$ cat config.mk
export PLATFORM = sky130hd
export DESIGN_NAME = playfair_decrypt
export DESIGN_NICKNAME = d
export VERILOG_FILES = /design/src/rtl/core/pfd_pkg.sv /design/src/rtl/core/pfd_front.sv /design/src/rtl/core/pfd_queue.sv /design/src/rtl/core/pfd_back.sv /design/src/rtl/core/playfair_decrypt.sv
export SDC_FILE = /design/constraint.sdc
export NUM_CORES = 1
export LEC_CHECK = 0
export BUFFER_PORTS_ARGS = -buffer_cell sky130_fd_sc_hd__buf_2
export CORE_MARGIN = 4
export CORE_UTILIZATION = 30
export CTS_CLUSTER_SIZE = 24
export DETAILED_ROUTE_END_ITERATION = 16
export SYNTH_ARGS = -nofsm -noshare
export SYNTH_HDL_FRONTEND = slang
export SYNTH_SLANG_ARGS = --single-unit
$ cat constraint.sdc
create_clock -name clk -period 7 [get_ports clk]
set_input_delay 0.7 -clock clk [delete_from_list [all_inputs] [get_ports clk]]
set_output_delay 0.7 -clock clk [all_outputs]
set_load 0.02 [all_outputs]
$ cat src/rtl/core/pfd_pkg.sv
// Shared types, constants and helper functions for the Playfair decryption block.
package pfd_pkg;

  localparam int SIDE = 5;
  localparam int CELLS = SIDE * SIDE;
  localparam int LETTERS = 26;
  localparam int QDEPTH = 2;
  localparam int QPTR_W = $clog2(QDEPTH);

  localparam logic [4:0] LETTER_I = 5'd8;
  localparam logic [4:0] LETTER_J = 5'd9;
  localparam logic [4:0] LETTER_Z = 5'd25;
  localparam logic [4:0] CELL_COUNT = 5'(CELLS);
  localparam logic [2:0] LAST_ROW = 3'(SIDE - 1);

  localparam logic [1:0] OP_KEY = 2'd0;
  localparam logic [1:0] OP_FINISH = 2'd1;
  localparam logic [1:0] OP_DECRYPT = 2'd2;
  localparam logic [1:0] OP_CLEAR = 2'd3;

  typedef enum logic [1:0] {
    CMD_KEY,
    CMD_FINISH,
    CMD_DECRYPT,
    CMD_CLEAR
  } cmd_t;

  typedef struct packed {
    logic [1:0] op;
    logic [4:0] first_letter;
    logic [4:0] second_letter;
  } in_word_t;

  typedef struct packed {
    logic [4:0] plain_first;
    logic [4:0] plain_second;
  } out_word_t;

  typedef struct packed {
    cmd_t       cmd;
    logic [4:0] a;
    logic [4:0] b;
  } cmd_word_t;

  typedef struct packed {
    logic valid;
    logic full;
  } q_stat_t;

  // Fold J onto I.
  function automatic logic [4:0] fold_j(input logic [4:0] l);
    return (l == LETTER_J) ? LETTER_I : l;
  endfunction

  // Clamp a cipher letter to Z, then fold J onto I.
  function automatic logic [4:0] cipher_letter(input logic [4:0] l);
    return fold_j((l > LETTER_Z) ? LETTER_Z : l);
  endfunction

  // Row of a cell index below 25.
  function automatic logic [2:0] cell_row(input logic [4:0] p);
    logic [2:0] r;
    if (p >= 5'd20) r = 3'd4;
    else if (p >= 5'd15) r = 3'd3;
    else if (p >= 5'd10) r = 3'd2;
    else if (p >= 5'd5) r = 3'd1;
    else r = 3'd0;
    return r;
  endfunction

  // Row times five.
  function automatic logic [4:0] row_base(input logic [2:0] r);
    return {r[2:0], 2'b00} + {2'b00, r};
  endfunction

  // Column of a cell index below 25.
  function automatic logic [2:0] cell_col(input logic [4:0] p);
    logic [4:0] d;
    d = p - row_base(cell_row(p));
    return d[2:0];
  endfunction

  function automatic logic [4:0] cell_index(input logic [2:0] r, input logic [2:0] c);
    return row_base(r) + {2'b00, c};
  endfunction

  // Step one place back with wrap.
  function automatic logic [2:0] step_back(input logic [2:0] v);
    return (v == 3'd0) ? LAST_ROW : v - 3'd1;
  endfunction

endpackage

$ cat src/rtl/core/pfd_front.sv
// Front end: accepts input words and turns them into queued commands.
module pfd_front
  import pfd_pkg::*;
(
  input  logic      start,
  input  in_word_t  item,
  input  q_stat_t   q_stat,
  output logic      busy,
  output logic      push,
  output cmd_word_t entry
);

  logic accept;

  assign busy = q_stat.full;
  assign accept = start && !q_stat.full;

  always_comb begin
    entry.a = cipher_letter(item.first_letter);
    entry.b = cipher_letter(item.second_letter);
    entry.cmd = CMD_KEY;
    push = accept;
    unique case (item.op)
      OP_KEY: begin
        entry.a = fold_j(item.first_letter);
        // Letters above Z are ignored and never reach the back end.
        push = accept && (item.first_letter <= LETTER_Z);
      end
      OP_FINISH: entry.cmd = CMD_FINISH;
      OP_DECRYPT: entry.cmd = CMD_DECRYPT;
      OP_CLEAR: entry.cmd = CMD_CLEAR;
      default: entry.cmd = CMD_KEY;
    endcase
  end

endmodule

$ cat src/rtl/core/pfd_queue.sv
// Short command queue between the front and back ends.
module pfd_queue
  import pfd_pkg::*;
(
  input  logic      clk,
  input  logic      rst,
  input  logic      push,
  input  cmd_word_t entry,
  input  logic      pop,
  output cmd_word_t head,
  output q_stat_t   q_stat
);

  cmd_word_t          slots [QDEPTH];
  logic [QPTR_W-1:0]  wr_ptr;
  logic [QPTR_W-1:0]  rd_ptr;
  logic [QPTR_W:0]    count;

  assign head = slots[rd_ptr];
  assign q_stat.valid = (count != '0);
  assign q_stat.full = (count == (QPTR_W + 1)'(QDEPTH));

  always_ff @(posedge clk) begin
    if (push) begin
      slots[wr_ptr] <= entry;
    end
  end

  always_ff @(posedge clk) begin
    if (rst) begin
      wr_ptr <= '0;
      rd_ptr <= '0;
      count <= '0;
    end else begin
      if (push) begin
        wr_ptr <= wr_ptr + 1'b1;
      end
      if (pop) begin
        rd_ptr <= rd_ptr + 1'b1;
      end
      if (push && !pop) begin
        count <= count + 1'b1;
      end else if (pop && !push) begin
        count <= count - 1'b1;
      end
    end
  end

endmodule

$ cat src/rtl/core/pfd_back.sv
// Back end: builds the key square and decrypts cipher pairs from it.
module pfd_back
  import pfd_pkg::*;
(
  input  logic      clk,
  input  logic      rst,
  input  cmd_word_t head,
  input  q_stat_t   q_stat,
  output logic      pop,
  output logic      strobe,
  output out_word_t result
);

  typedef enum logic [3:0] {
    S_IDLE   = 4'b0001,
    S_FILL   = 4'b0010,
    S_LOOK   = 4'b0100,
    S_SQUARE = 4'b1000
  } state_t;

  state_t               state;
  logic [4:0]           square_mem [CELLS];
  logic [4:0]           place_mem [LETTERS];
  logic [LETTERS-1:0]   used;
  logic [4:0]           fill;
  logic [4:0]           walk;
  logic                 is_dec;
  logic [4:0]           let_a;
  logic [4:0]           let_b;
  logic [4:0]           p1;
  logic [4:0]           p2;
  logic                 place_en;
  logic [4:0]           place_l;
  logic                 place_ok;
  logic [2:0]           r1, c1, r2, c2;
  logic [2:0]           r1_new, c1_new, r2_new, c2_new;
  logic [4:0]           i1, i2;

  assign pop = (state == S_IDLE) && q_stat.valid;

  always_comb begin
    place_en = 1'b0;
    place_l = head.a;
    priority if (pop && (head.cmd == CMD_KEY)) begin
      place_en = 1'b1;
    end else if ((state == S_FILL) && (fill != CELL_COUNT) && (walk != LETTER_J)) begin
      place_en = 1'b1;
      place_l = walk;
    end else begin
      place_en = 1'b0;
    end
  end

  assign place_ok = place_en && !used[place_l] && (fill < CELL_COUNT);

  always_comb begin
    r1 = cell_row(p1);
    c1 = cell_col(p1);
    r2 = cell_row(p2);
    c2 = cell_col(p2);
    r1_new = r1;
    r2_new = r2;
    c1_new = c2;
    c2_new = c1;
    if (r1 == r2) begin
      c1_new = step_back(c1);
      c2_new = step_back(c2);
    end else if (c1 == c2) begin
      r1_new = step_back(r1);
      r2_new = step_back(r2);
      c1_new = c1;
      c2_new = c2;
    end
    i1 = cell_index(r1_new, c1_new);
    i2 = cell_index(r2_new, c2_new);
  end

  always_ff @(posedge clk) begin
    if (place_ok) begin
      square_mem[fill] <= place_l;
      place_mem[place_l] <= fill;
    end
    if (state == S_LOOK) begin
      p1 <= place_mem[let_a];
      p2 <= place_mem[let_b];
    end
    if (state == S_SQUARE) begin
      result.plain_first <= square_mem[i1];
      result.plain_second <= square_mem[i2];
    end
    if (pop) begin
      let_a <= head.a;
      let_b <= head.b;
    end
  end

  always_ff @(posedge clk) begin
    if (rst) begin
      state <= S_IDLE;
      used <= '0;
      fill <= '0;
      walk <= '0;
      is_dec <= 1'b0;
      strobe <= 1'b0;
    end else begin
      strobe <= 1'b0;
      if (place_ok) begin
        used[place_l] <= 1'b1;
        fill <= fill + 5'd1;
      end
      unique case (state)
        S_IDLE: begin
          if (pop) begin
            is_dec <= (head.cmd == CMD_DECRYPT);
            walk <= '0;
            unique case (head.cmd)
              CMD_KEY: state <= S_IDLE;
              CMD_FINISH, CMD_DECRYPT: state <= S_FILL;
              CMD_CLEAR: begin
                used <= '0;
                fill <= '0;
              end
              default: state <= S_IDLE;
            endcase
          end
        end
        S_FILL: begin
          if (fill == CELL_COUNT) begin
            state <= is_dec ? S_LOOK : S_IDLE;
          end else begin
            walk <= walk + 5'd1;
          end
        end
        S_LOOK: state <= S_SQUARE;
        S_SQUARE: begin
          strobe <= 1'b1;
          state <= S_IDLE;
        end
        default: state <= S_IDLE;
      endcase
    end
  end

endmodule

$ cat src/rtl/core/playfair_decrypt.sv
// Top level of the Playfair decryption block with its on-chip key square.
//
// A word is taken at a rising edge where start is high and busy is low; the
// front end queues up to two words, and busy is high only while that queue
// is full. The back end runs one word at a time: a key letter or a clear
// is handled in the idle state, a finish walks the alphabet in the fill
// state, and a decrypt passes through the fill state, which finishes the
// square if needed, and then the look and square states. The walk through
// the alphabet, one letter per cycle into the single-write key square,
// sets how long a finish runs. The plaintext pair appears on result with
// strobe high for exactly one cycle, in the order the words were taken; the
// receiver cannot hold it off.
module playfair_decrypt
  import pfd_pkg::*;
(
  input  logic      clk,
  input  logic      rst,
  input  logic      start,
  input  in_word_t  item,
  output logic      busy,
  output logic      strobe,
  output out_word_t result
);

  q_stat_t   q_stat;
  logic      push;
  logic      pop;
  cmd_word_t entry;
  cmd_word_t head;

  pfd_front u_front (
    .start  (start),
    .item   (item),
    .q_stat (q_stat),
    .busy   (busy),
    .push   (push),
    .entry  (entry)
  );

  pfd_queue u_queue (
    .clk    (clk),
    .rst    (rst),
    .push   (push),
    .entry  (entry),
    .pop    (pop),
    .head   (head),
    .q_stat (q_stat)
  );

  pfd_back u_back (
    .clk    (clk),
    .rst    (rst),
    .head   (head),
    .q_stat (q_stat),
    .pop    (pop),
    .strobe (strobe),
    .result (result)
  );

endmodule

==> impl_metrics.ini <==
[synthesis]
synthCells = 1185
syn_avg_cell_area_um2 = 15.1
ys_ff_latch = 356
ys_types = 83
yosys.area.top_type = edfxtp_1
synth-main-ff-cell = edfxtp_1
synth_compound_area_share_pct = 7.52
async_reset_ff_share_pct = 0
synth_simple_gate_area_share_pct = 8.60
synth_adder_area_share_pct = 2.56
synth.area.top_cells = edfxtp_1 (52%), mux4_2 (16%), dfxtp_1 (5.3%), mux2i_1 (2.7%), ha_1 (1.9%)
syn_area_um2 = 17900
synth_top_area_share_pct = 51.9
yosysWarnings = 0
synth_edf_count = 309
synthesis.nets = 1233
yosysSeqAreaShare_pct = 57.1
synth-xor-area-share_pct = 0.770
synth_top_family_by_area = multiplexers
synth_mux_area_share_pct = 20.8

[worst_setup_path]
cp-start-kind = flop
cp_data_required_time_ns = 7.26
crit_buf_inv = 3
max_stage_delay_ns = 0.69
end_kind = flop
crit_cells = 21
critPathTopFamily = adder cells
rr_worst_depth = 21
cp_cell_sequence = and2_1 -> o211ai_1 -> nand2_1 -> ha_1 -> inv_1 -> ha_1 -> nor2_1 -> fa_1 -> or4_1 -> a22oi_1 -> nand4b_1 -> mux2_2 -> o311a_1 -> fa_1 -> inv_1 -> fa_1 -> inv_1 -> and2_1 -> a22o_1 -> a221oi_1 -> mux2i_1
slowest_stage = fa_1
cp_max_fo = 14
crit_arrival_ns = 6.73
crit_type = reg2reg

[sta]
max_clock_freq_mhz = 155
hold_violations = 0
finalMaxSlewViolations = 0
worst_pin_slew_ns = 1.15
skew_ns = 0.0252
period_share_pct = 92.3
period_needed_ns = 6.46
slew_headroom_pct = 23.5
setup_violations = 0
fin_ws_ns = 0.537
rsz0062_at_grt = no
tns_ns = 0

[final_layout]
drive_gt1_share_pct = 24.5
nets = 1256
area_growth_pct = 12.4
fillers = 5669
seqCellArea_um2 = 10200
final_cells = 2005
n_antenna_cell = 0
multi_input_area_um2 = 7210

[floorplanning]
die-area_um2 = 63600
ioPinCount = 27
dieHeight_um = 252
rows = 89
core_um2 = 59000
die_w_um = 252
start_util_pct = 30.3

[global_routing]
antenna_found_initial = 0
grt_start_max_net_pins = 43
grt_pass1_wl_um = 65300
grt_pass1_vias = 10771
grt_remaining_overflow = 0
grtUsageTotal_pct = 13.2

[clock_tree]
clkSlewWorstSetupHoldPaths_ns = 0.06
ctsResizeCount = 0
cts_max_path_buffers = 3
h-tree-depth = 2
cts.sinks = 356
numCtsBuffers = 38
cts_setup_buffers = 0
cts_tree = yes
cts_root_buf = clkbuf_16
ctsHoldBuffers = 0
insertion_delay_ns = 0.54

[power]
p_leak_nw = 6.63
ir_drop_mv = 0.227
cellPowerDensity_nw_per_um2 = 298

[detailed_routing]
drc = 0
routed_wl_um = 42000
via_per_inst = 5.32
first_pass_iters = 5
postRouteAntennaNets = 0
vias = 10658
wire_per_inst_um = 20.9
drt_iter0_drc = 790

[min_path]
hold_class = in2reg
holdPathStages = 1

[run_status]
status = finished clean

[placed_design]
dp_hpwl_um = 28700
place_ws_ns = 0.594
portBuffers = 26
placed_cells = 1941
gp_congestion = 0.821

[flow_run]
cap_violations = 0
[path summary, 6_finish.rpt]
| check | startpoint | to | slack (ns) |
|---|---|---|---|
| max | u_back.p2[1] | u_back.result[3] | 0.54 |
| min | item[11] | u_queue.slots[1][11] | 0.37 |
| max reg2reg | u_back.p2[1] | u_back.result[3] | 0.54 |
| min reg2reg | u_back.used[23] | u_back.used[23] | 0.46 |
[flip-flops by register name, summed over array words and instances (netlist names), named ones only]
signal / count
u_back.square_mem: 125
u_back.let_b: 5
u_back.is_dec: 1
u_back.used: 26
u_back.fill: 5
u_back.strobe: 1
u_queue.wr_ptr: 1
u_back.state: 4
u_queue.slots: 24
u_back.p2: 5
u_back.result: 10
u_back.let_a: 5
u_queue.rd_ptr: 1
u_back.p1: 5
u_back.place_mem: 130
u_queue.count: 2
u_back.walk: 5
[stage by stage]
stage | power (mW) | instance area (um^2) | hold slack (ns) | util [%]
floorplan | 3.66 | 17900 | 0.434 | -
global placement | 4.09 | 18900 | 0.440 | 32.0
detailed placement | 4.11 | 18900 | 0.454 | 32.0
CTS | 6.06 | 20100 | 0.345 | 34.0
global route | 6.26 | 20100 | 0.353 | 34.0
finish | 5.99 | 20100 | 0.374 | 34.0
[worst reg2reg max path: stages (launching register included)]
cell and delay [ns]:
edfxtp_1 0.58, and2_1 0.27, o211ai_1 0.31, nand2_1 0.12
ha_1 0.32, inv_1 0.07, ha_1 0.14, nor2_1 0.06
fa_1 0.37, or4_1 0.60, a22oi_1 0.23, nand4b_1 0.34
mux2_2 0.40, o311a_1 0.14, fa_1 0.54, inv_1 0.08
fa_1 0.69, inv_1 0.18, and2_1 0.23, a22o_1 0.24
a221oi_1 0.21, mux2i_1 0.12
[layout by cell type (no fill, tap or decap), types with 6 or more instances in the layout]
cell       synthesis  layout
mux2_2            24      24
a21oi_1           53      50
nor3b_1           12      12
clkbuf_16          0      39
edfxtp_1         309     309
nor4_1             6       6
and2_1            13      13
a211oi_1          14      14
inv_1             31      31
a221oi_1          10      10
buf_4              4      34
a31oi_1            9       9
nand2_1           57      57
clkinv_1           0       6
nor2b_1           24      24
fa_1               6       6
clkbuf_1          46       6
mux4_2           130     130
a32o_1            26      26
nand3_1            6       6
mux2i_1           49      49
nor2_1            56      56
xor2_1             7       7
buf_2              3      26
ha_1              27      25
and3_1            25      25
a22o_1            10      10
dfxtp_1           47      47
nor3_1            38      38
o21ai_0           23      23
[final cells by class]
class                           instances  share of cell area [%]
Sequential cell                       356                    50.9
Clock buffer                           46                    5.04
Timing Repair Buffer                   60                    1.92
Clock inverter                         18                   0.853
Inverter                               34                   0.635
Multi-Input combinational cell        718                    35.9
Tap cell                              773                    4.81
[power by group]
part           total, mW  internal (mW)  switching, mW  leakage (nW)
registers           2.63           2.50          0.134          3.21
logic               1.42          0.600          0.819          2.85
clock network       1.94           1.14          0.799         0.580
[cell families (layout without fill, tap and decap cells)]
kind of cell             Yosys count  after routing
buffers and inverters            111            158
AO/OA/AOI/OAI                    189            189
adder cells (fa/ha/maj)           33             33
AND/OR/NAND/NOR                  278            278
multiplexers                     204            204
XOR/XNOR                          14             14
flip-flops                       356            356
[cells in the mapped netlist (7+ instances only)]
library cell and number:
xor2_1 7, and3_1 25, nor3_1 38, edfxtp_1 309
ha_1 27, a221oi_1 10, mux2i_1 49, mux2_2 24
a211oi_1 14, nor2b_1 24, and2_1 13, nand2_1 57
buf_1 16, nor2_1 56, clkbuf_1 46, a32o_1 26
a21oi_1 53, inv_1 31, a31oi_1 9, nor3b_1 12
mux4_2 130, a22o_1 10, o21ai_0 23, dfxtp_1 47
[routing by layer]
layer	up-vias	wire length, um	share of wire (%)	track usage, %
met5	-	0	0	0
met4	0	862	2.1	3.40
met3	62	2100	5.0	1.66
met2	262	21100	50	22.3
met1	5505	18000	43	18.0
li1	4829	-	-	-
Note: power is estimated with default switching activity, not from simulation.
